`config.mk`:
```
export PLATFORM = sky130hd
export DESIGN_NAME = ppr_ram
export DESIGN_NICKNAME = d
export VERILOG_FILES = /design/src/rtl/core/ppr_ram.sv
export SDC_FILE = /design/constraint.sdc
export NUM_CORES = 1
export LEC_CHECK = 0
export BUFFER_PORTS_ARGS = -buffer_cell sky130_fd_sc_hd__buf_2
export CORE_ASPECT_RATIO = 1.25
export CORE_UTILIZATION = 25
export DETAILED_ROUTE_END_ITERATION = 7
export PLACE_DENSITY = 0.43
export SETUP_SLACK_MARGIN = 0.05
export SLEW_MARGIN = 20
export SYNTH_ARGS = -nofsm -noshare
export SYNTH_HDL_FRONTEND = slang
export SYNTH_SLANG_ARGS = --single-unit
```
`constraint.sdc`:
```
create_clock -name clk -period 2.5 [get_ports clk]
set_input_delay 0.375 -clock clk [delete_from_list [all_inputs] [get_ports clk]]
set_output_delay 0.375 -clock clk [all_outputs]
set_load 0.05 [all_outputs]
```
`src/rtl/core/ppr_ram.sv`:
```
// Generic single-write, single-read RAM with a registered read port.
// Stands alone; no package needed.
`timescale 1ns / 1ps

module ppr_ram #(
    parameter int WIDTH = 8,
    parameter int DEPTH = 16
) (
    input  logic                                          clk,
    input  logic                                          we,
    input  logic [((DEPTH > 1) ? $clog2(DEPTH) : 1)-1:0] waddr,
    input  logic [WIDTH-1:0]                              wdata,
    input  logic [((DEPTH > 1) ? $clog2(DEPTH) : 1)-1:0] raddr,
    output logic [WIDTH-1:0]                              rdata
);

    logic [WIDTH-1:0] mem [DEPTH];
    logic [WIDTH-1:0] rdata_reg;

    always_ff @(posedge clk)
    begin
        if (we)
        begin
            mem[waddr] <= wdata;
        end
        rdata_reg <= mem[raddr];
    end

    assign rdata = rdata_reg;

endmodule

```
### Yosys cells after proc, flatten, opt, wreduce, memory -nomap -nowiden

Memory sizes are Yosys's and may differ from the RTL's. A register that Yosys moved wholly into a read port is not among the register bits.
Index checks and enable logic that the tools add are counted.

* bits in read-only memories: 0
* output and inout bits: 8
* flip-flop bits (word level): 0
* bits in latches: 0
* memories kept: 1
* input bits: 18
* logic and storage cells: 3
* bits in writable memories: 128

Memories
* mem: depth 16, width 8, read ports 1, clocked after memory_dff 1, wr ports 1, RTL line 17 `logic [WIDTH-1:0] mem [DEPTH];`

* $mul: 0
* bitwise logic cells: 0
* eq/ne operators: 0
* $lt $le $gt $ge: 0
* shifts and indexed selects: 0
* muxes and demuxes: 2
* add/subtract/negate cells: 0
* reduce and logical (&&, ||, !) cells: 0
* divide/modulo/power cells: 0

Operators by type and width (count)
* 2-to-1 mux 1 bit: 2

### Longest topological paths before layout

Gate-level depths: netlist of run 1.

* depth in word-level cells: 2
* gate-level depth with buffers: 5
* gate-level depth less buffers: 3

### Worst setup path before layout of run 1

OpenSTA, ideal clock, no wires.

* path kind: input-to-reg
* from: input waddr[2] (netlist bit)
* to: memory mem[0][0] (enable)
* path buffers: 0
* arrival: 1.485 ns
* path slack: 0.632 ns
* required time: 2.117 ns
* stages: 2
* setup time: 0.383 ns
* path through: or3b_2 > nor3_1

RTL lines
* from (decl): RTL line 11 `input logic [((DEPTH > 1) ? $clog2(DEPTH) : 1)-1:0] waddr,`
* to (decl): RTL line 17

No word-level cell before the write port.

==> impl_results.md, run 1 <==
- Largest stage delay, worst path: ~600 ps
- HP Start: wdata[2]
- Clock Skew: 6.31 ps
- Die span in y: 162 um
- Critical Path AT: 1870 ps
- Final worst-path cycle share: 0.630
- Seq/Total Area, Yosys: 0.778
- N_diodes: 0
- Cell taking the most area after synthesis: edfxtp_1
- Area growth syn-to-layout: 21.5%
- Area of the core: 0.0202 mm2
- Slowest cell on crit path: mux4_1
- Pwr/cell area: 829 mW/mm2
- Area of the die: 0.0212 mm2
- Worst slew pin tran: slightly below 800 ps
- Clock Latency Late Sink: between 400 and 500 ps
- TNS Setup: 0 ps
- DRC Markers: 0
- Nets@finish: 302
- Layout cells sized above 1: 0.300
- Number of setup violations in the final report: 0
- Post-DRT Antenna Nets: 0
- Number of global-route vias before repair: 2633
- Req. time, crit path: about 2800 ps
- Standard-cell rows: 58
- Start point of the critical path: raddr[0]
- Critical path type: primary input to register
- Sink Count: ~140
- CTS tree: yes
- Largest net degree at the start of global routing: 33
- CTS hold repair buffers: 0
- Post-cts sizing count: 0
- DP HPWL: 6990 um
- HP Class: primary input to register
- Initial antenna violation count: 1
- Top cells by area, synth: edfxtp_1, mux4_2, mux4_1
- Via count: approximately 2400
- Routability cong.: 0.661
- Yosys warnings: 0
- Post-Route WL: 11000 um
- Relative slew slack: 0.480
- Status: finished clean
- Min Clock Period, post-route: between 1500 and 2000 ps
- Worst-path fanout max: 9
- # Max-Cap Violations: 0
- I/O Pins: 26
- Clk slew on worst S/H paths: 60 ps
- Top_reg_cell synth: edfxtp_1
- CP startpoint kind: primary input
- Routed wire per std cell: 19.4 um
- Die W: 130 um
- Post-Syn Instances: 229
- DRT Pass-1 Iters: 4
- Number of DRC violations after detailed-routing iteration 0: 110
- Mean Syn Cell Area: 22.5 um2
- First-pass GRT wire length: 16400 um
- Yosys reg bits: 136
- Max H-tree Level: 4
- Synthesized cell area: 0.00515 mm2
- RSZ-0062 raised after global routing: no
- Total Routing Usage GR: 0.115
- Filler cells: just over 2000
- Clock Path Buffers: 2
- Unique masters post-synth: 19
- Lkg Pwr: a little over 2 nW
- CTS Root Cell: clkbuf_16
- RR Startpoint: mem[9][4]
- CP Capture Type: register
- Synth top area share: 0.747
- Post-synth EDFFs: 128
- Max Clk Rate: 635 MHz
- Post-CTS Setup Inserts: 0
- CTS Buf Count: 17
- Syn Nets: 247
- GRT overflow: 0
- Final Hold Violating Endpoints: 0
- Synth async-reset ratio: 0
- Via/cell ratio: roughly 4.3
- # port buffers: 25
- Worst path cell trace: buf_2 > buf_4 > mux4_1 > a22oi_1 > nand2_1
- Largest register FFs: 128
- VDD IR max: 0.401 mV
- Initial Util: 0.255
- Layout Utilization: 0.310
- Max-slew violation count: 0
[worst max-delay path: cells and delay by family]
kind                   cells  cell delay, ps
buffers and inverters      2             560
AOI/OAI and AO/OA          1             250
and+or+nand+nor            1              80
muxes                      1             600
[final cells by class]
type / instances / area, um2 / share of cell area
Sequential cell: 136 / 4000 / 0.640
Multi-Input combinational cell: 83 / 1060 / 0.169
Clock buffer: 20 / 437 / 0.0698
Tap cell: 270 / 338 / 0.0540
Timing Repair Buffer: 46 / 308 / 0.0492
Clock inverter: 12 / 109 / 0.0174
[per-layer routing]
metal | track usage | routed length, um
met5 | 0 | 13
met4 | 0.0455 | 165
met3 | 0.0355 | 433
met2 | 0.180 | 5420
met1 | 0.147 | 4980
[logic make-up after synthesis]
kind of cell / count (synthesis) / share of synthesized area
mux: 32 / 0.150
flops: 136 / 0.778
compound gates: 16 / 0.0233
buf+inv: 10 / 0.0168
simple gates: 35 / 0.0318
[cells in the mapped netlist (2+ instances only)]
library cell     count
nand2_1              9
edfxtp_1           128
dfxtp_1              8
mux4_1              14
clkdlybuf4s25_2      3
nand2b_1             2
a22oi_1             16
nor2_1              13
nand3b_1             2
nor3_1               4
buf_2                3
mux4_2              18
buf_6                3
[metrics by stage]
step	power [W]	hold WS (ps)	cells	setup slack [ps]	area, um2
2_1_floorplan	0.00279	474	229	632	5150
3_3_place_gp	0.00291	655	535	406	5710
3_5_place_dp	0.00292	663	535	427	5710
4_1_cts	0.00525	323	567	867	6250
5_1_grt	0.00534	338	567	822	6250
6_report	0.00518	332	567	925	6250
[placed cells by master (no fill, tap or decap)]
master        n
buf_12        2
nand2b_1      2
nand2_1       9
mux4_1       14
nor3_1        4
clkbuf_1      3
nand3_1       1
bufinv_16     2
buf_4        19
edfxtp_1    128
clkinvlp_4    2
nor2b_1       1
and2_1        1
mux4_2       18
clkinv_1      5
nor2_1       13
dfxtp_1       8
clkbuf_16    17
or3b_2        1
nand3b_1      2
clkinv_2      3
a22oi_1      16
and2b_1       1
buf_2        25
[path summary, 6_finish.rpt]
kind / end / slack [ps] / cells past startpoint
setup / recovery: rdata[1] / 920 / 5
hold / removal: mem[12][2] / 330 / 1
setup reg to reg: rdata[4] / 1090 / 3
hold reg to reg: rdata[3] / 670 / 3
[where the power goes]
part / total (W) / switching, W / leakage, nW / internal (W)
registers: 0.00257 / 0.0000175 / 1.22 / 0.00255
clock network: 0.00232 / 0.000884 / 0.261 / 0.00144
logic: 0.000292 / 0.000187 / 0.590 / 0.000105
Note: power is estimated with default switching activity, not from simulation.
==> run 2: changes to the inputs <==
--- a/config.mk
+++ b/config.mk
@@ -5,6 +5,7 @@
 export SDC_FILE = /design/constraint.sdc
 export NUM_CORES = 1
 export LEC_CHECK = 0
+export ABC_AREA = 1
 export BUFFER_PORTS_ARGS = -buffer_cell sky130_fd_sc_hd__buf_2
 export CORE_ASPECT_RATIO = 1.25
 export CORE_UTILIZATION = 25
==> constraint.sdc (replaced) <==
create_clock -name clk -period 1.5 [get_ports clk]
set_input_delay 0.225 -clock clk [delete_from_list [all_inputs] [get_ports clk]]
set_output_delay 0.225 -clock clk [all_outputs]
set_load 0.05 [all_outputs]
==> run 2 against run 1 <==
Net effect: sequential power rose by 67%; count of clock-buffer cells in the layout fell by 1; register-to-register slack got worse by 650 ps; cell count rose by 58%; first-iteration DRC count rose by 140%; synthesized cell count rose by 140%; worst hold slack got worse by 150 ps; cell area rose by 11%; sequential cell count did not move; area after synthesis rose by 12%; global-route usage rose by 2.0 points.
==> impl_results.md, run 2 <==
- Post-cts sizing count: 0 (unchanged)
- Critical path buffers and inverters: 1 (-1)
- Top cells by count, synth: nand2_1, edfxtp_1, inv_1
- Top-count cell post-synth: nand2_1
- Total Power: 0.00906 W (+75%)
- Slowest cell on crit path: dfxtp_1
- VDD IR max: 0.814 mV (+100%)
- Post-DRT Antenna Nets: 0 (unchanged)
- Area of the die: 0.0237 mm2 (+12%)
- WHS: 179 ps (-153 ps)
- DP HPWL: 9300 um (+33%)
- Met2 usage: 0.243 (+0.0629)
- Seq/Total Area, Yosys: 0.694 (-0.0835)
- Clock Latency Late Sink: 420 ps (about the same)
- CTS Buf Count: 17 (unchanged)
- Worst slew pin tran: 374 ps (-404 ps)
- Clock Skew: 4.88 ps (-1.43 ps)
- GRT busiest layer: met2
- Standard-cell rows: 61 (+5.2%)
- Synth async-reset ratio: 0 (unchanged)
- Min Clock Period, post-route: 1280 ps
- Routed wire per std cell: 16.1 um (-17%)
- CP startpoint kind: register
- Total Routing Usage GR: 0.134 (+0.0195)
- Initial Util: 0.257 (+0.00185)
- CP Capture Type: output port
- Lkg Pwr: 2.95 nW (+42%)
- Area of the core: 0.0224 mm2 (+11%)
- Final worst-path cycle share: 0.851
- Leading cell type in the layout, fill and taps excluded: nand2_1
- # port buffers: 25 (unchanged)
- GR Util met1: 0.147 (-0.000207)
- Post-synth EDFFs: 128 (unchanged)
- Top_reg_cell synth: edfxtp_1
- Cell taking the most area after synthesis: edfxtp_1
- RSZ-0062 raised after global routing: no
- Worst-case reg-to-reg path depth: 6 (+3)
- Routability cong.: 0.787 (+19%)
- Worst-path fanout max: 1 (-8)
- Unique masters post-synth: 12 (-7)
- Max-slew violation count: 0 (unchanged)
- Worst path cell trace: buf_2
- Top delay family on crit path: flip-flops
- Post-Route WL: 14400 um (+31%)
- Most frequent cells in the layout: nand2_1, edfxtp_1, inv_1
- CTS tree: yes
- Largest register FFs: 128 (unchanged)
- Layout cells sized above 1: 0.134 (-0.166)
- Number of global-route vias before repair: 3853 (+46%)
- Worst reg2reg endpoint: rdata[6]
- Largest stage delay, worst path: 360 ps (-240 ps)
- Via/cell ratio: 4.22 (-0.96%)
- Pwr/cell area: 1310 mW/mm2 (+58%)
- Sink Count: 136 (unchanged)
- # Max-Cap Violations: 0 (unchanged)
- Syn Nets: 569 (+130%)
- CTS Root Cell: clkbuf_16
- Critical path depth: 1 (-4)
- Req. time, crit path: 1270 ps (-1530 ps)
- HP Start: raddr[3]
- Area growth syn-to-layout: 20.1%
- Max Clk Rate: 783 MHz
- Critical path type: register to output port
- DRT Pass-1 Iters: 4 (unchanged)
- Via count: 3780 (+56%)
- Number of setup violations in the final report: 0 (unchanged)
- Post-CTS Setup Inserts: 0 (unchanged)
- Met3 Track Usage GR: 0.0324 (-0.00306)
- Nets@finish: 617 (+100%)
- Final Hold Violating Endpoints: 0 (unchanged)
- Start point of the critical path: rdata[2]
- TNS Setup: 0 ps (unchanged)
- Synthesized cell area: 0.00577 mm2 (+12%)
- Yosys reg bits: 136 (unchanged)
- Number of DRC violations after detailed-routing iteration 0: 263 (+140%)
- Clk slew on worst S/H paths: 60 ps (about the same)
- HP Class: primary input to register
- Post-Syn Instances: 551 (+140%)
- Max H-tree Level: 4 (unchanged)
- Largest net degree at the start of global routing: 65 (+97%)
- Die span in y: 172 um (+5.8%)
- RR Startpoint: mem[5][6]
- R2R Setup Slk: 440 ps (-650 ps)
- I/O Pins: 26 (unchanged)
- Clock Path Buffers: 2 (unchanged)
- Yosys warnings: 0 (unchanged)
- GRT overflow: 0 (unchanged)
- DRC Markers: 0 (unchanged)
- Relative slew slack: 0.751 (+0.270)
- Initial antenna violation count: 0 (-1)
- Status: finished clean
- Top cells by area, synth: edfxtp_1, nand2_1, nand3_1
- Synth top area share: 0.667 (-0.0802)
- N_diodes: 0 (unchanged)
- Mean Syn Cell Area: 10.5 um2 (-53%)
- Die W: 138 um (+5.8%)
- Worst setup path endpoint: rdata[2]
- First-pass GRT wire length: 22400 um (+36%)
- CTS hold repair buffers: 0 (unchanged)
- Critical Path AT: 1050 ps (-820 ps)
## run 2: worst min path at each step
| stage | end | cells past startpoint |
|---|---|---|
| after CTS | rdata[1] | 3 |
| after global routing | rdata[1] | 3 |
| after global placement | rdata[4] | 3 |
| after floorplan | mem[0][0] | 0 |
| final | rdata[1] | 3 |
| after detailed placement | rdata[3] | 3 |
## run 2: layout make-up
cell class                      instances  area [um2]
Tap cell                              283         354
Sequential cell                       136        4000
Clock buffer                           19         433
Timing Repair Buffer                   53         385
Inverter                              102         383
Multi-Input combinational cell        289        1210
Fill cell                            2338       15500
Clock inverter                         13         154
## run 2: per-stage QoR
stage	worst slack [ps]	instance area, um2	util	cells
after floorplan	324	5770	-	551
final	223	6930	0.309	895
after global routing	194	6930	0.309	895
after CTS	197	6930	0.309	895
after detailed placement	60.2	6340	0.283	863
after global placement	73.7	6340	0.283	863
## run 2: logic make-up (layout without fill, tap and decap cells)
| logic type | after synthesis | in the layout | share of synthesized area |
|---|---|---|---|
| buf+inv | 126 | 187 | 0.0952 |
| flops | 136 | 136 | 0.694 |
| simple gates | 289 | 289 | 0.210 |
## run 2: layer usage
| metal | vias up | share of wire |
|---|---|---|
| li1 | 1869 | - |
| met1 | 1825 | 0.40 |
| met2 | 66 | 0.54 |
| met5 | - | 0 |
| met3 | 20 | 0.038 |
| met4 | 0 | 0.022 |
## run 2: where the power goes
part,leakage [nW],switching (W),internal (W)
clock,0.272,0.00157,0.00259
combinational,1.45,0.000455,0.000172
sequential,1.22,0.0000268,0.00425
total,2.95,0.00205,0.00702
