## config.mk

```make
export PLATFORM = sky130hd
export DESIGN_NAME = ppr_staging
export DESIGN_NICKNAME = d
export VERILOG_FILES = /design/src/rtl/core/ppr_pkg.sv /design/src/rtl/core/ppr_ram.sv /design/src/rtl/core/ppr_staging.sv
export SDC_FILE = /design/constraint.sdc
export NUM_CORES = 1
export LEC_CHECK = 0
export ABC_CLOCK_PERIOD_IN_PS = 4600
export BUFFER_PORTS_ARGS = -buffer_cell sky130_fd_sc_hd__buf_2
export CORE_MARGIN = 2
export CORE_UTILIZATION = 50
export CTS_BUF_LIST = sky130_fd_sc_hd__clkbuf_16
export DETAILED_ROUTE_END_ITERATION = 7
export PLACE_DENSITY = 0.7
export SLEW_MARGIN = 20
export SYNTH_ARGS = -nofsm -noshare
export SYNTH_HDL_FRONTEND = slang
export SYNTH_SLANG_ARGS = --single-unit
export TNS_END_PERCENT = 10
```

## constraint.sdc

```tcl
create_clock -name clk -period 4.6 [get_ports clk]
set_input_delay 0.69 -clock clk [delete_from_list [all_inputs] [get_ports clk]]
set_output_delay 0.69 -clock clk [all_outputs]
set_load 0.01 [all_outputs]
```

## src/rtl/core/ppr_pkg.sv

```systemverilog
// Shared types and constants for the packet preroll ring.
// Used by the top level and the staging buffer; depends on nothing.
`timescale 1ns / 1ps

package ppr_pkg;

    // Byte counts and packet lengths: 0..65 with the default 64-byte maximum, where 65 flags an overlong packet.
    localparam int LEN_W  = 7;
    localparam int BYTE_W = 8;
    localparam int GEN_W  = 32;
    localparam int CNT_OUT_W = 5;

    localparam logic [2:0] OP_STORE   = 3'd0;
    localparam logic [2:0] OP_POP     = 3'd1;
    localparam logic [2:0] OP_START   = 3'd2;
    localparam logic [2:0] OP_STOP    = 3'd3;
    localparam logic [2:0] OP_DISCARD = 3'd4;

    typedef struct packed {
        logic [2:0]        op;
        logic [BYTE_W-1:0] data_byte;
        logic              last_byte;
        logic [GEN_W-1:0]  generation_tag;
        logic [LEN_W-1:0]  room;
    } in_t;

    typedef struct packed {
        logic                 ok;
        logic [BYTE_W-1:0]    data_out;
        logic                 last_out;
        logic [LEN_W-1:0]     packet_length;
        logic [CNT_OUT_W-1:0] held_packets;
        logic [GEN_W-1:0]     generation;
        logic [GEN_W-1:0]     overwritten_count;
        logic [CNT_OUT_W-1:0] peak_packets;
    } out_t;

    // Requests from the sequencer to the staging buffer.
    typedef struct packed {
        logic              append;
        logic              clear;
        logic [BYTE_W-1:0] data;
        logic [LEN_W-1:0]  rd_idx;
    } stg_ctrl_t;

endpackage

```

## src/rtl/core/ppr_ram.sv

```systemverilog
// Generic single-write, single-read RAM with a registered read port.
// Stands alone; no package needed.
`timescale 1ns / 1ps

module ppr_ram #(
    parameter int WIDTH = 8,
    parameter int DEPTH = 16
) (
    input  logic                                          clk,
    input  logic                                          we,
    input  logic [((DEPTH > 1) ? $clog2(DEPTH) : 1)-1:0] waddr,
    input  logic [WIDTH-1:0]                              wdata,
    input  logic [((DEPTH > 1) ? $clog2(DEPTH) : 1)-1:0] raddr,
    output logic [WIDTH-1:0]                              rdata
);

    logic [WIDTH-1:0] mem [DEPTH];
    logic [WIDTH-1:0] rdata_reg;

    always_ff @(posedge clk)
    begin
        if (we)
        begin
            mem[waddr] <= wdata;
        end
        rdata_reg <= mem[raddr];
    end

    assign rdata = rdata_reg;

endmodule

```

## src/rtl/core/ppr_staging.sv

```systemverilog
// Staging buffer that collects the bytes of the packet being stored.
// Depends on ppr_pkg and ppr_ram.
`timescale 1ns / 1ps

module ppr_staging #(
    parameter int MAX_PACKET_BYTES = 64
) (
    input  logic                      clk,
    input  logic                      rst_n,
    input  ppr_pkg::stg_ctrl_t        ctrl,
    output logic [ppr_pkg::LEN_W-1:0] len,
    output logic [ppr_pkg::BYTE_W-1:0] rd_data
);

    localparam int SDEPTH = (MAX_PACKET_BYTES < 2) ? 2 : MAX_PACKET_BYTES;
    localparam int SAW    = $clog2(SDEPTH);
    localparam logic [ppr_pkg::LEN_W-1:0] MAX_LEN = ppr_pkg::LEN_W'(MAX_PACKET_BYTES);

    logic [ppr_pkg::LEN_W-1:0] len_reg;
    logic [ppr_pkg::LEN_W-1:0] len_next;
    logic                      wr_en;

    // Bytes past the maximum are dropped; the count stops one above it
    // so that the packet is known to be too long.
    assign wr_en = ctrl.append && (len_reg < MAX_LEN);

    always_comb
    begin
        len_next = len_reg;
        if (ctrl.clear)
        begin
            len_next = '0;
        end
        else if (ctrl.append && (len_reg <= MAX_LEN))
        begin
            len_next = len_reg + 1'b1;
        end
    end

    always_ff @(posedge clk or negedge rst_n)
    begin
        if (!rst_n)
        begin
            len_reg <= '0;
        end
        else
        begin
            len_reg <= len_next;
        end
    end

    ppr_ram #(
        .WIDTH (ppr_pkg::BYTE_W),
        .DEPTH (SDEPTH)
    ) u_stage_ram (
        .clk   (clk),
        .we    (wr_en),
        .waddr (len_reg[SAW-1:0]),
        .wdata (ctrl.data),
        .raddr (ctrl.rd_idx[SAW-1:0]),
        .rdata (rd_data)
    );

    assign len = len_reg;

endmodule
```

==> Word-level counts from Yosys, hierarchy flattened <==
Memories as Yosys holds them, arrays and structs flattened. A register that Yosys moved wholly into a read port is not among the register bits.
Index checks and enable logic that the tools add are counted.
{ "word_totals": {"output_inout_bits": 15, "register_bits": 7, "memories": 1, "ram_bits": 512} }
{ "memory_table": {"columns": ["name", "depth", "width", "rd", "rd_clocked_by_memory_dff", "write_ports", "line", "text"], "rows": [
  ["u_stage_ram.mem", 64, 8, 1, 1, 1, "ppr_ram.sv:17", "logic [WIDTH-1:0] mem [DEPTH];"]
]} }
{ "op_classes": {"n_lt_le_gt_ge": 2, "n_mux": 4, "reduce_logical": 3, "n_addsub": 1} }
{ "op_table": {"columns": ["op", "count"], "rows": [
  ["$mux 7", 2],
  ["$add 7x1->7 const B", 1],
  ["$le 7x7->1 const B", 1],
  ["$lt 7x7->1 const B", 1],
  ["$logic_and 1x1->1", 2],
  ["$mux 1", 2],
  ["$reduce_bool 2->1", 1]
]} }

==> Depth between registers and ports, before layout <==
Gate-level depths: netlist (run 1).
{ "depth": {"depth_word": 4, "mapped_depth": 9} }

==> By module <==
From an unflattened synthesis (run 1), not the netlist that was laid out.
{ "unflattened": {"hier_cells": 975, "area_unflattened_um2": 20533.4} }
{ "modules_own_cells": {"columns": ["module", "area_per_inst_um2", "seq_area_each_um2", "cells_each", "n_inst"], "rows": [
  ["ppr_ram", 20166.8, 15534.9, 940, 1],
  ["ppr_staging", 366.6, 175.2, 35, 1]
]} }

==> Worst setup path before layout (run 1) <==
OpenSTA, ideal clock, no wires.
{ "synth_timing": {"path_kind": "input-to-reg", "from": "in ctrl[0] (netlist name)", "to": "reg u_stage_ram.rdata_reg[4], in the netlist u_stage_ram.rdata[4], read port of u_stage_ram.mem", "arrival_ps": 2324, "n_path_buf": 3, "path_stages": 8, "setup_slack_ps": 2163, "path_cell_list": "buf_6 > buf_4 > buf_2 > mux4_2 > a221oi_1 > o21ai_0 > nand3_1 > nand2_1"} }
{ "synth_lines": {"columns": ["element", "line", "text"], "rows": [
  ["start: declaration", "ppr_staging.sv:10", "input ppr_pkg::stg_ctrl_t ctrl,"],
  ["end: declaration", "ppr_ram.sv:18", "logic [WIDTH-1:0] rdata_reg;"]
]} }

==> Worst setup path after layout (run 1) <==
{ "layout_timing": {"from": "reg len_reg, in the netlist len[0]", "to": "mem u_stage_ram.mem[15][7], enable pin"} }
{ "layout_via": {"elab_chain_cells": 4} }
{ "layout_lines": {"columns": ["element", "line", "text"], "rows": [
  ["start: declaration", "ppr_staging.sv:19", "logic [ppr_pkg::LEN_W-1:0] len_reg;"],
  ["start signal: assignment", "ppr_staging.sv:48", "len_reg <= len_next;"],
  ["$lt 7x7->1", "ppr_staging.sv:25", "assign wr_en = ctrl.append && (len_reg < MAX_LEN);"],
  ["$logic_and 1x1->1", "ppr_staging.sv:25", null],
  ["$mux 1", "ppr_ram.sv:22", "if (we)"],
  ["$mux 1 (implied by the code)", "ppr_ram.sv:24", "mem[waddr] <= wdata;"],
  ["end: declaration", "ppr_ram.sv:17", null]
]} }
Several ways; a longest one is shown, not always the timed one.

==> impl_results.rst, run 1 <==
.. list-table::
   :header-rows: 1

   * - Metric
     - Value
   * - Hold Path Class
     - in -> reg
   * - WP buf/inv
     - 1
   * - Max reg flops
     - 512
   * - Worst-skew pair later-pin latency
     - 0.58 ns
   * - Row count
     - 74
   * - Ys flop type
     - sky130_fd_sc_hd__edfxtp_1
   * - Hold-fix buffers at CTS
     - 1
   * - TritonRoute pass-1 iters
     - 5
   * - Post-Synthesis Net Count
     - 983
   * - Most frequent standard cell in the layout excluding fill and tap cells
     - sky130_fd_sc_hd__edfxtp_1
   * - Synthesized instance count
     - 962
   * - Highest-count cells in the layout ignoring fill and taps
     - sky130_fd_sc_hd__edfxtp_1 (512), sky130_fd_sc_hd__mux4_2 (125), sky130_fd_sc_hd__nor2_1 (78)
   * - Worst hold slack after final layout
     - 0.367 ns
   * - Critical Path Source
     - len[0]
   * - Die extent in x
     - 206 um
   * - Share of total power consumed by net switching
     - 20.3%
   * - Global-route wire length before repair
     - 63800 um
   * - Mean instance size in the synthesized netlist
     - 21.3 sq um
   * - Initial cell density of the core
     - 50.4%
   * - Total Wirelength
     - 42900 um
   * - Complex-gate fraction of the synthesized area
     - 1.79%
   * - P per Cell Area
     - 438 mW/mm^2
   * - Data required time of the critical path
     - 4.80 ns
   * - Antenna diode instance count
     - 0
   * - Area growth from synthesis to layout
     - 12.0%
   * - Hold Violations, Final
     - 0
   * - Cell count along the critical path
     - 4
   * - Clock transition at the registers of the reported paths
     - 0.06 ns
   * - Critical Path End
     - u_stage_ram.mem[15][7]
   * - Switching power
     - 2040 uW
   * - Cell family with the largest share of critical-path delay
     - simple AND/OR/NAND/NOR gates
   * - Worst reg2reg setup slack
     - 1.48 ns
   * - Final clock period utilization by the worst path
     - 67.9%
   * - Share of power burned in registers
     - 52.9%
   * - Clock buffer count from CTS
     - 51
   * - Total negative setup slack
     - 0 ns
   * - H-tree level count
     - 2
   * - Endpoint of the worst register-to-register path
     - u_stage_ram.mem[15][7]
   * - Number of filler cells placed in the layout
     - 2975
   * - Slew Limit Headroom
     - 25.6%
   * - Max-capacitance violation count
     - 0
   * - Remaining DRCs
     - 0
   * - Worst reg-to-reg path cell count
     - 4
   * - CP max FO
     - 9
   * - Max-slew violation count
     - 0
   * - Simple-gate area share of the yosys netlist
     - 3.32%
   * - Crit. End Element
     - flip-flop
   * - Startpoint of the lowest-slack register-to-register path
     - len[0]
   * - Syn. warnings
     - 0
   * - Worst-path cell chain
     - inv_1 -> nor3b_1 -> nand3_1 -> nor2_1
   * - Remaining Overflow, GRT
     - 0
   * - Post-synthesis mux area share
     - 16.4%
   * - Weighted congestion at the end of routability-driven global placement
     - 0.767
   * - Area inside the core boundary
     - 0.0406 sq mm
   * - Maximum count of clock buffers along a single path
     - 3
   * - Die span in y
     - 206 um
   * - Number of antenna violations at the first check in global routing
     - 0
   * - CTS tree
     - done
   * - Largest family of logic cells by synthesized area
     - multiplexers
   * - Worst Clk Skew
     - 0.0170 ns
   * - Post-CTS Setup Bufs
     - 0
   * - Iter 0 DRT Violations
     - 1010
   * - Detailed-route via count
     - 9779
   * - Clk sinks
     - 527
   * - Count of different cell masters after synthesis
     - 46
   * - Clock root buffer
     - sky130_fd_sc_hd__clkbuf_16
   * - Worst VDD drop
     - 334 uV
   * - NumNets Final
     - 1030
   * - Biggest cell delay along the critical path
     - 0.92 ns
   * - Mean routed wirelength per cell
     - 27.1 um
   * - Int Pwr
     - 7980 uW
   * - Via density per instance
     - 6.18
   * - Mapped Area
     - 0.0204 sq mm
   * - DRT antenna net count
     - 0
   * - Leakage Power
     - 0.00729 uW
   * - Proportion of synthesized chip area in sequential cells
     - 76.8%
   * - Global routing usage summed across all routing layers
     - 21.0%
   * - Status
     - finished clean
   * - Top-level port count
     - 34
   * - Part of the power in the clock network
     - 42.6%
   * - Category of the worst setup path launch point
     - flip-flop
   * - Cell with the biggest individual delay on the critical path
     - sky130_fd_sc_hd__nor2_1
   * - Adder-cell share of the synthesized area
     - 0.122%
   * - Port Buffers
     - 32
   * - Unrepaired setup endpoints after global routing
     - no
   * - Largest net degree at the start of global routing
     - 71
   * - Final setup fails
     - 0
   * - Transition time at the pin with the least slew margin
     - 1.12 ns
   * - Arrival time of the worst setup path
     - 3.32 ns
   * - Vias in the first global route
     - 9879
   * - Comb pwr share
     - 4.6%
   * - Post-cts repair resize count
     - 0
   * - Min cycle time layout
     - 3.12 ns
   * - Half-perimeter wire length after detailed placement
     - 24200 um
   * - Xor-xnor portion of the synthesized cell area
     - 0.171%
   * - Share of post-route cells with drive strength above 1
     - 23.7%
   * - Count of flip-flops with a built-in enable after synthesis
     - 512
   * - Flops & latches, synth
     - 527
   * - Type of the worst setup path
     - reg -> reg
   * - Total die area
     - 0.0425 sq mm
   * - Synth async-reset ratio
     - 1.33%
   * - Maximum frequency from static timing analysis
     - 0.320 GHz
-- worst min path at each step --
stage              from     end  slack [ns]  cells after the start
3_5_place_dp      rst_n  len[2]        0.53                      1
5_1_grt        ctrl[15]  len[0]        0.36                      2
4_1_cts        ctrl[15]  len[6]        0.34                      2
3_3_place_gp      rst_n  len[2]        0.53                      1
2_1_floorplan     rst_n  len[0]        0.39                      0
6_report       ctrl[15]  len[1]        0.37                      2
-- area by class of cell --
class                   count  area [sq um]  area share, %
flip-flops and latches    527         15700           68.6
well taps                 532           666           2.91
inverters                   2          7.51         0.0328
clock buffers              53          1330           5.79
repair buffers             49           344           1.50
clock inverters            42           385           1.68
multi-input cells         378          4450           19.4
-- power groups by stage --
| stage | Clock [uW] | Sequential (uW) | Combinational [uW] |
|---|---|---|---|
| 2_1_floorplan | 0 | 5400 | 261 |
| 3_3_place_gp | 0 | 5400 | 449 |
| 3_5_place_dp | 0 | 5400 | 456 |
| 4_1_cts | 4320 | 5300 | 458 |
| 5_1_grt | 4490 | 5300 | 489 |
| 6_report | 4270 | 5300 | 456 |
-- per-stage QoR --
stage	setup slack (ns)	utilization (%)	cells	total power [uW]	instance area (sq um)
after CTS	1.49	56.4	1583	10100	22900
after floorplan	2.16	-	962	5660	20400
after global placement	1.31	52.2	1487	5850	21200
after detailed placement	1.28	52.2	1487	5860	21200
after global routing	1.40	56.4	1583	10300	22900
final	1.48	56.4	1583	10000	22900
-- layer usage --
metal,wire length (um),GRT usage [%],part of all wire [%],up-vias
met2,20800,33.2,48,461
met3,3700,3.72,8.6,75
met5,0,0,0,-
met4,962,5.71,2.2,0
li1,-,-,-,4087
met1,17500,30.4,41,5156
-- synthesized netlist by cell type, types with 5 or more instances --
| cell type | n | share of area [%] |
|---|---|---|
| sky130_fd_sc_hd__edfxtp_1 | 512 | 75 |
| sky130_fd_sc_hd__nor2_1 | 78 | 1.4 |
| sky130_fd_sc_hd__mux4_2 | 125 | 14 |
| sky130_fd_sc_hd__buf_4 | 6 | 0.22 |
| sky130_fd_sc_hd__mux4_1 | 6 | 0.77 |
| sky130_fd_sc_hd__buf_1 | 8 | 0.15 |
| sky130_fd_sc_hd__clkbuf_1 | 25 | 0.46 |
| sky130_fd_sc_hd__nand3b_1 | 6 | 0.22 |
| sky130_fd_sc_hd__a22oi_1 | 7 | 0.26 |
| sky130_fd_sc_hd__o22ai_1 | 5 | 0.15 |
| sky130_fd_sc_hd__a21oi_1 | 7 | 0.17 |
| sky130_fd_sc_hd__o21ai_0 | 14 | 0.34 |
| sky130_fd_sc_hd__o221ai_1 | 7 | 0.30 |
| sky130_fd_sc_hd__dfrtp_1 | 7 | 0.86 |
| sky130_fd_sc_hd__mux2i_1 | 34 | 1.7 |
| sky130_fd_sc_hd__nand2_1 | 24 | 0.44 |
| sky130_fd_sc_hd__nor2b_1 | 5 | 0.15 |
| sky130_fd_sc_hd__buf_2 | 13 | 0.32 |
| sky130_fd_sc_hd__nand3_1 | 20 | 0.49 |
| sky130_fd_sc_hd__a221oi_1 | 5 | 0.21 |
| sky130_fd_sc_hd__dfxtp_1 | 8 | 0.78 |
-- logic make-up (layout without fill, tap and decap cells) --
kind of cell	after synthesis	in the layout
flip-flops	527	527
XOR/XNOR	4	4
buffers and inverters	57	146
AND/OR/NAND/NOR	150	150
AO/OA/AOI/OAI	54	54
multiplexers	168	168
adder cells (fa/ha/maj)	2	2
Power figures use the tool's default switching activity.
==> run 2: changes to the inputs <==
--- a/config.mk
+++ b/config.mk
@@ -5,13 +5,13 @@
 export SDC_FILE = /design/constraint.sdc
 export NUM_CORES = 1
 export LEC_CHECK = 0
-export ABC_CLOCK_PERIOD_IN_PS = 4600
+export ABC_CLOCK_PERIOD_IN_PS = 2800
 export BUFFER_PORTS_ARGS = -buffer_cell sky130_fd_sc_hd__buf_2
 export CORE_MARGIN = 2
 export CORE_UTILIZATION = 50
 export CTS_BUF_LIST = sky130_fd_sc_hd__clkbuf_16
 export DETAILED_ROUTE_END_ITERATION = 7
-export PLACE_DENSITY = 0.7
+export PLACE_DENSITY = 0.72
 export SLEW_MARGIN = 20
 export SYNTH_ARGS = -nofsm -noshare
 export SYNTH_HDL_FRONTEND = slang
==> constraint.sdc (replaced) <==
create_clock -name clk -period 2.8 [get_ports clk]
set_input_delay 0.42 -clock clk [delete_from_list [all_inputs] [get_ports clk]]
set_output_delay 0.42 -clock clk [all_outputs]
set_load 0.01 [all_outputs]
==> impl_results.rst, run 2 (synthesis gave the netlist of run 1 again) <==
.. list-table::
   :header-rows: 1

   * - Metric
     - Value
   * - Final setup fails
     - 0 (unchanged)
   * - Area inside the core boundary
     - 0.0406 sq mm (unchanged)
   * - Hold Violations, Final
     - 0 (unchanged)
   * - Clk sinks
     - 527 (unchanged)
   * - Initial cell density of the core
     - 50.4% (unchanged)
   * - Maximum frequency from static timing analysis
     - 0.412 GHz (was 0.320 GHz)
   * - Detailed-route via count
     - 10.1k (was 9779)
   * - Iter 0 DRT Violations
     - 1019 (was 1010)
   * - Die extent in x
     - 206 um (unchanged)
   * - Comb pwr share
     - 5.0% (was 4.6%)
   * - Crit. End Element
     - flip-flop (unchanged)
   * - Port Buffers
     - 32 (unchanged)
   * - Data required time of the critical path
     - 3.08 ns (was 4.80 ns)
   * - Part of the power in the clock network
     - 40.2% (was 42.6%)
   * - Max-capacitance violation count
     - 0 (unchanged)
   * - Vias in the first global route
     - 10.3k (was 9879)
   * - TritonRoute pass-1 iters
     - 5 (unchanged)
   * - Maximum count of clock buffers along a single path
     - 3 (unchanged)
   * - Leakage Power
     - 0.00778 uW (was 0.00729 uW)
   * - Post-cts repair resize count
     - 0 (unchanged)
   * - Switching power
     - 3280 uW (was 2040 uW)
   * - Weighted congestion at the end of routability-driven global placement
     - 0.774 (was 0.767)
   * - Transition time at the pin with the least slew margin
     - 1.13 ns (was 1.12 ns)
   * - Category of the worst setup path launch point
     - flip-flop (unchanged)
   * - Clock buffer count from CTS
     - 51 (unchanged)
   * - Hold-fix buffers at CTS
     - 1 (unchanged)
   * - Total die area
     - 0.0425 sq mm (unchanged)
   * - Status
     - finished clean (unchanged)
   * - Cell with the biggest individual delay on the critical path
     - sky130_fd_sc_hd__nand2_1 (was sky130_fd_sc_hd__nor2_1)
   * - Total Wirelength
     - 43500 um (was 42900 um)
   * - Largest net degree at the start of global routing
     - 65 (was 71)
   * - Post-CTS Setup Bufs
     - 0 (unchanged)
   * - Global-route wire length before repair
     - 64800 um (was 63800 um)
   * - Int Pwr
     - 12600 uW (was 7980 uW)
   * - Worst-path cell chain
     - inv_1 -> nor3b_1 -> nand2_1 -> nor2_1 -> buf_4 (was inv_1 -> nor3b_1 -> nand3_1 -> nor2_1)
   * - Die span in y
     - 206 um (unchanged)
   * - Max-slew violation count
     - 0 (unchanged)
   * - Highest-count cells in the layout ignoring fill and taps
     - sky130_fd_sc_hd__edfxtp_1 (512), sky130_fd_sc_hd__mux4_2 (125), sky130_fd_sc_hd__buf_4 (101) (was sky130_fd_sc_hd__edfxtp_1 (512), sky130_fd_sc_hd__mux4_2 (125), sky130_fd_sc_hd__nor2_1 (78))
   * - Mean routed wirelength per cell
     - 26.0 um (was 27.1 um)
   * - DRT antenna net count
     - 0 (unchanged)
   * - Area growth from synthesis to layout
     - 15.3% (was 12.0%)
   * - Global routing usage summed across all routing layers
     - 21.2% (was 21.0%)
   * - CTS tree
     - done (unchanged)
   * - CP max FO
     - 8 (was 9)
   * - Most frequent standard cell in the layout excluding fill and tap cells
     - sky130_fd_sc_hd__edfxtp_1 (unchanged)
   * - Worst-skew pair later-pin latency
     - 0.59 ns (was 0.58 ns)
   * - Biggest cell delay along the critical path
     - 0.49 ns (was 0.92 ns)
   * - Half-perimeter wire length after detailed placement
     - 27100 um (was 24200 um)
   * - Slew Limit Headroom
     - 24.9% (was 25.6%)
   * - Via density per instance
     - 6.01 (was 6.18)
   * - Final clock period utilization by the worst path
     - 86.6% (was 67.9%)
   * - Top-level port count
     - 34 (unchanged)
   * - Hold Path Class
     - in -> reg (unchanged)
   * - Row count
     - 74 (unchanged)
   * - Worst Clk Skew
     - 0.0153 ns (was 0.0170 ns)
   * - Max reg flops
     - 512 (unchanged)
   * - Clock transition at the registers of the reported paths
     - 0.06 ns (about the same)
   * - Min cycle time layout
     - 2.43 ns (was 3.12 ns)
   * - Remaining DRCs
     - 0 (unchanged)
   * - NumNets Final
     - 1125 (was 1030)
   * - Remaining Overflow, GRT
     - 0 (unchanged)
   * - Unrepaired setup endpoints after global routing
     - no (unchanged)
   * - H-tree level count
     - 2 (unchanged)
   * - Pwr Total
     - 15900 uW (was 10000 uW)
   * - Type of the worst setup path
     - reg -> reg (unchanged)
   * - Share of post-route cells with drive strength above 1
     - 29.5% (was 23.7%)
   * - Total negative setup slack
     - 0 ns (unchanged)
   * - Share of total power consumed by net switching
     - 20.6% (was 20.3%)
   * - P per Cell Area
     - 675 mW/mm^2 (was 438 mW/mm^2)
   * - Arrival time of the worst setup path
     - 2.71 ns (was 3.32 ns)
   * - Number of antenna violations at the first check in global routing
     - 2 (was 0)
   * - Share of power burned in registers
     - 54.8% (was 52.9%)
   * - Clock root buffer
     - sky130_fd_sc_hd__clkbuf_16 (unchanged)
   * - Worst VDD drop
     - 574 uV (was 334 uV)
-- run 2: changes by cell type in the layout (fill, tap and decap cells not counted), sizes merged, moves of 2 or more --
cell / before / now
buf: 47 / 142
inv: 11 / 17
bufinv: 8 / 3
clkinv: 23 / 21
clkinvlp: 2 / 0
diode: 0 / 2
-- run 2: per-stage QoR --
step	setup slack (ns)	hold slack [ns]	util, %	cells	area (sq um)
6_report	0.374	0.0829	58.1	1676	23600
5_1_grt	0.209	0.0854	58.1	1674	23600
4_1_cts	0.427	0.0597	58.1	1674	23600
3_5_place_dp	0.217	0.267	54.3	1582	22000
3_3_place_gp	0.230	0.258	54.3	1582	22000
2_1_floorplan	0.633	0.124	-	962	20400
-- run 2: per-layer routing --
| metal | track usage (%) | part of all wire [%] | wire length, um | up-vias |
|---|---|---|---|---|
| li1 | - | - | - | 4282 |
| met1 | 31.1 | 42 | 18300 | 5298 |
| met2 | 32.8 | 48 | 20800 | 421 |
| met3 | 3.64 | 7.8 | 3390 | 64 |
| met4 | 6.66 | 2.3 | 991 | 0 |
| met5 | 0 | 0 | 0 | - |
-- run 2: power by group through the flow --
stage               Sequential [uW]  Clock (uW)  Combinational, uW
floorplan                      8870           0                429
global placement               8880           0                785
detailed placement             8880           0                804
CTS                            8710        6490                807
global route                   8710        6800                853
finish                         8710        6400                799
-- run 2: layout make-up --
| class | instances | area [sq um] |
|---|---|---|
| fill | 2930 | 17000 |
| sequential | 527 | 15700 |
| multi-input combinational | 378 | 4450 |
| clock buffer | 52 | 1300 |
| timing repair buffer | 144 | 1180 |
| tap | 532 | 666 |
| clock inverter | 39 | 251 |
| inverter | 2 | 7.51 |
| antenna | 2 | 5.00 |
-- run 2: worst paths after layout --
check,start,end,slack (ns),cells after the start
worst min register to register,len[6],len[6],0.62,2
min in group asynchronous,rst_n,len[4],0.21,2
worst min-delay path,ctrl[15],len[4],0.08,2
worst max-delay path,len[0],u_stage_ram.mem[5][0],0.37,5
max in group asynchronous,rst_n,len[1],2.41,2
worst max register to register,len[0],u_stage_ram.mem[5][0],0.37,5
-- run 2: worst max-delay path: cells and delay by family (launching register included) --
| family | cells | cell delay [ns] |
|---|---|---|
| buffers and inverters | 2 | 0.35 |
| and+or+nand+nor | 3 | 1.35 |
| DFF | 1 | 0.40 |
==> run 3: changes to the inputs <==
--- a/config.mk
+++ b/config.mk
@@ -11,6 +11,7 @@
 export CORE_UTILIZATION = 50
 export CTS_BUF_LIST = sky130_fd_sc_hd__clkbuf_16
 export DETAILED_ROUTE_END_ITERATION = 7
+export MAX_ROUTING_LAYER = met4
 export PLACE_DENSITY = 0.72
 export SLEW_MARGIN = 20
 export SYNTH_ARGS = -nofsm -noshare
==> impl_results.rst, run 3 (synthesis gave the netlist of run 1 again) <==
.. list-table::
   :header-rows: 1

   * - Metric
     - Value
   * - Final setup fails
     - 0 (unchanged)
   * - Max reg flops
     - 512 (unchanged)
   * - Die extent in x
     - 206 um (unchanged)
   * - Endpoint of the worst register-to-register path
     - u_stage_ram.mem[5][7] (was u_stage_ram.mem[5][0])
   * - Min cycle time layout
     - 2.40 ns (was 2.43 ns)
   * - Detailed-route via count
     - 10.0k (was 10.1k)
   * - Hold Violations, Final
     - 0 (unchanged)
   * - Remaining Overflow, GRT
     - 0 (unchanged)
   * - Combined flip-flop and latch cell area
     - 0.0157 sq mm (unchanged)
   * - NumNets Final
     - 1125 (unchanged)
   * - Highest-count cells in the layout ignoring fill and taps
     - sky130_fd_sc_hd__edfxtp_1 (512), sky130_fd_sc_hd__mux4_2 (125), sky130_fd_sc_hd__buf_4 (101) (unchanged)
   * - Hold path endpoint
     - len[4] (unchanged)
   * - Transition time at the pin with the least slew margin
     - 1.12 ns (was 1.13 ns)
   * - Slew Limit Headroom
     - 25.5% (was 24.9%)
   * - Post-CTS Setup Bufs
     - 0 (unchanged)
   * - Area inside the core boundary
     - 0.0406 sq mm (unchanged)
   * - Number of antenna violations at the first check in global routing
     - 2 (unchanged)
   * - Die span in y
     - 206 um (unchanged)
   * - Routed metal-1 wire length
     - 18800 um (was 18300 um)
   * - CTS tree
     - done (unchanged)
   * - Leakage Power
     - 0.00778 uW (unchanged)
   * - Pwr Total
     - 15900 uW (about the same)
   * - Half-perimeter wire length after detailed placement
     - 27100 um (unchanged)
   * - Worst reg2reg setup slack
     - 0.40 ns (was 0.37 ns)
   * - Final clock period utilization by the worst path
     - 85.7% (was 86.6%)
   * - Max-capacitance violation count
     - 0 (unchanged)
   * - Hold-fix buffers at CTS
     - 1 (unchanged)
   * - Clock buffer count from CTS
     - 51 (unchanged)
   * - Type of the worst setup path
     - reg -> reg (unchanged)
   * - CP max FO
     - 8 (unchanged)
   * - Total die area
     - 0.0425 sq mm (unchanged)
   * - Startpoint of the lowest-slack register-to-register path
     - len[0] (unchanged)
   * - Met2 wire length
     - 20900 um (was 20800 um)
   * - DRT antenna net count
     - 0 (unchanged)
   * - Vias in the first global route
     - 10.2k (was 10.3k)
   * - Crit. End Element
     - flip-flop (unchanged)
   * - Remaining DRCs
     - 0 (unchanged)
   * - Worst reg-to-reg path cell count
     - 5 (unchanged)
   * - Share of post-route cells with drive strength above 1
     - 29.5% (unchanged)
   * - Clock root buffer
     - sky130_fd_sc_hd__clkbuf_16 (unchanged)
   * - Most frequent standard cell in the layout excluding fill and tap cells
     - sky130_fd_sc_hd__edfxtp_1 (unchanged)
   * - Global-route wire length before repair
     - 64900 um (was 64800 um)
   * - Clk sinks
     - 527 (unchanged)
   * - Hold-critical path depth
     - 2 (unchanged)
   * - Total Wirelength
     - 43600 um (was 43500 um)
   * - Via density per instance
     - 5.99 (was 6.01)
   * - Post-cts repair resize count
     - 0 (unchanged)
   * - Arrival time of the worst setup path
     - 2.68 ns (was 2.71 ns)
   * - Category of the worst setup path launch point
     - flip-flop (unchanged)
   * - Number of filler cells placed in the layout
     - 2931 (was 2930)
   * - TritonRoute pass-1 iters
     - 7 (was 5)
   * - Maximum count of clock buffers along a single path
     - 3 (unchanged)
   * - Global routing usage summed across all routing layers
     - 21.8% (was 21.2%)
   * - Maximum frequency from static timing analysis
     - 0.417 GHz (was 0.412 GHz)
   * - Initial cell density of the core
     - 50.4% (unchanged)
   * - Mean routed wirelength per cell
     - 26.0 um (about the same)
   * - Worst Clk Skew
     - 0.0210 ns (was 0.0153 ns)
   * - Unrepaired setup endpoints after global routing
     - no (unchanged)
   * - H-tree level count
     - 2 (unchanged)
   * - Total negative setup slack
     - 0 ns (unchanged)
   * - Combined area of the multi-input logic cells
     - 0.00445 sq mm (unchanged)
   * - Port Buffers
     - 32 (unchanged)
   * - Top-level port count
     - 34 (unchanged)
   * - Clock transition at the registers of the reported paths
     - 0.06 ns (about the same)
   * - P per Cell Area
     - 675 mW/mm^2 (about the same)
   * - Weighted congestion at the end of routability-driven global placement
     - 0.784 (was 0.774)
   * - Worst-skew pair later-pin latency
     - 0.59 ns (about the same)
   * - Worst VDD drop
     - 576 uV (was 574 uV)
   * - Hold Path Class
     - in -> reg (unchanged)
   * - Hold Path Origin
     - ctrl[15] (unchanged)
   * - Max-slew violation count
     - 0 (unchanged)
   * - Iter 0 DRT Violations
     - 996 (was 1019)
   * - Row count
     - 74 (unchanged)
   * - Area growth from synthesis to layout
     - 15.3% (unchanged)
   * - Status
     - finished clean (unchanged)
   * - Uppermost layer routed
     - met4 (unchanged)
   * - Largest net degree at the start of global routing
     - 65 (unchanged)
   * - Data required time of the critical path
     - 3.08 ns (about the same)
   * - Routed wire length on met3
     - 2900 um (was 3390 um)
-- run 3: cell counts in the layout (fill, tap and decap cells not counted) --
Identical to the previous run, type by type.
-- run 3: worst max-delay path by stage --
stage,start,to,slack [ns],depth (start not counted)
after floorplan,ctrl[0],u_stage_ram.rdata[4],0.63,8
after global placement,ctrl[0],u_stage_ram.rdata[5],0.23,6
after detailed placement,ctrl[0],u_stage_ram.rdata[5],0.22,6
after CTS,len[0],u_stage_ram.mem[5][2],0.43,5
after global routing,len[0],u_stage_ram.mem[5][2],0.21,5
final,len[0],u_stage_ram.mem[5][7],0.40,5
-- run 3: final cells by class --
| cell class | count | share of cell area (%) |
|---|---|---|
| diodes | 2 | 0.0212 |
| clock buffers | 52 | 5.52 |
| clock inverters | 39 | 1.07 |
| inverters | 2 | 0.0318 |
| multi-input cells | 378 | 18.9 |
| flip-flops and latches | 527 | 66.6 |
| well taps | 532 | 2.82 |
| repair buffers | 144 | 5.02 |
-- run 3: layer usage --
layer | global-route usage [%] | up-vias
met5 | - | -
met1 | 31.1 | 5307
met4 | 6.66 | 0
met3 | 3.53 | 63
li1 | - | 4281
met2 | 32.9 | 382
-- run 3: stage by stage --
step	area, sq um	hold WS [ns]	utilization, %	cells	worst slack (ns)
after floorplan	20400	0.124	-	962	0.633
after CTS	23600	0.0597	58.1	1674	0.427
after global placement	22000	0.258	54.3	1582	0.230
final	23600	0.0849	58.1	1676	0.400
after global routing	23600	0.0854	58.1	1676	0.209
after detailed placement	22000	0.267	54.3	1582	0.217
-- run 3: where the power goes --
part | internal (uW) | total [uW] | switching (uW)
registers | 8690 | 8710 | 23.3
logic | 325 | 798 | 473
clock network | 3620 | 6400 | 2780
total | 12600 | 15900 | 3280
-- run 3: worst max-delay path, cell delays in order (launching register included) --
cell                      delay (ns)
sky130_fd_sc_hd__dfrtp_1        0.40
sky130_fd_sc_hd__inv_1          0.12
sky130_fd_sc_hd__nor3b_1        0.46
sky130_fd_sc_hd__nand2_1        0.47
sky130_fd_sc_hd__nor2_1         0.39
sky130_fd_sc_hd__buf_4          0.24
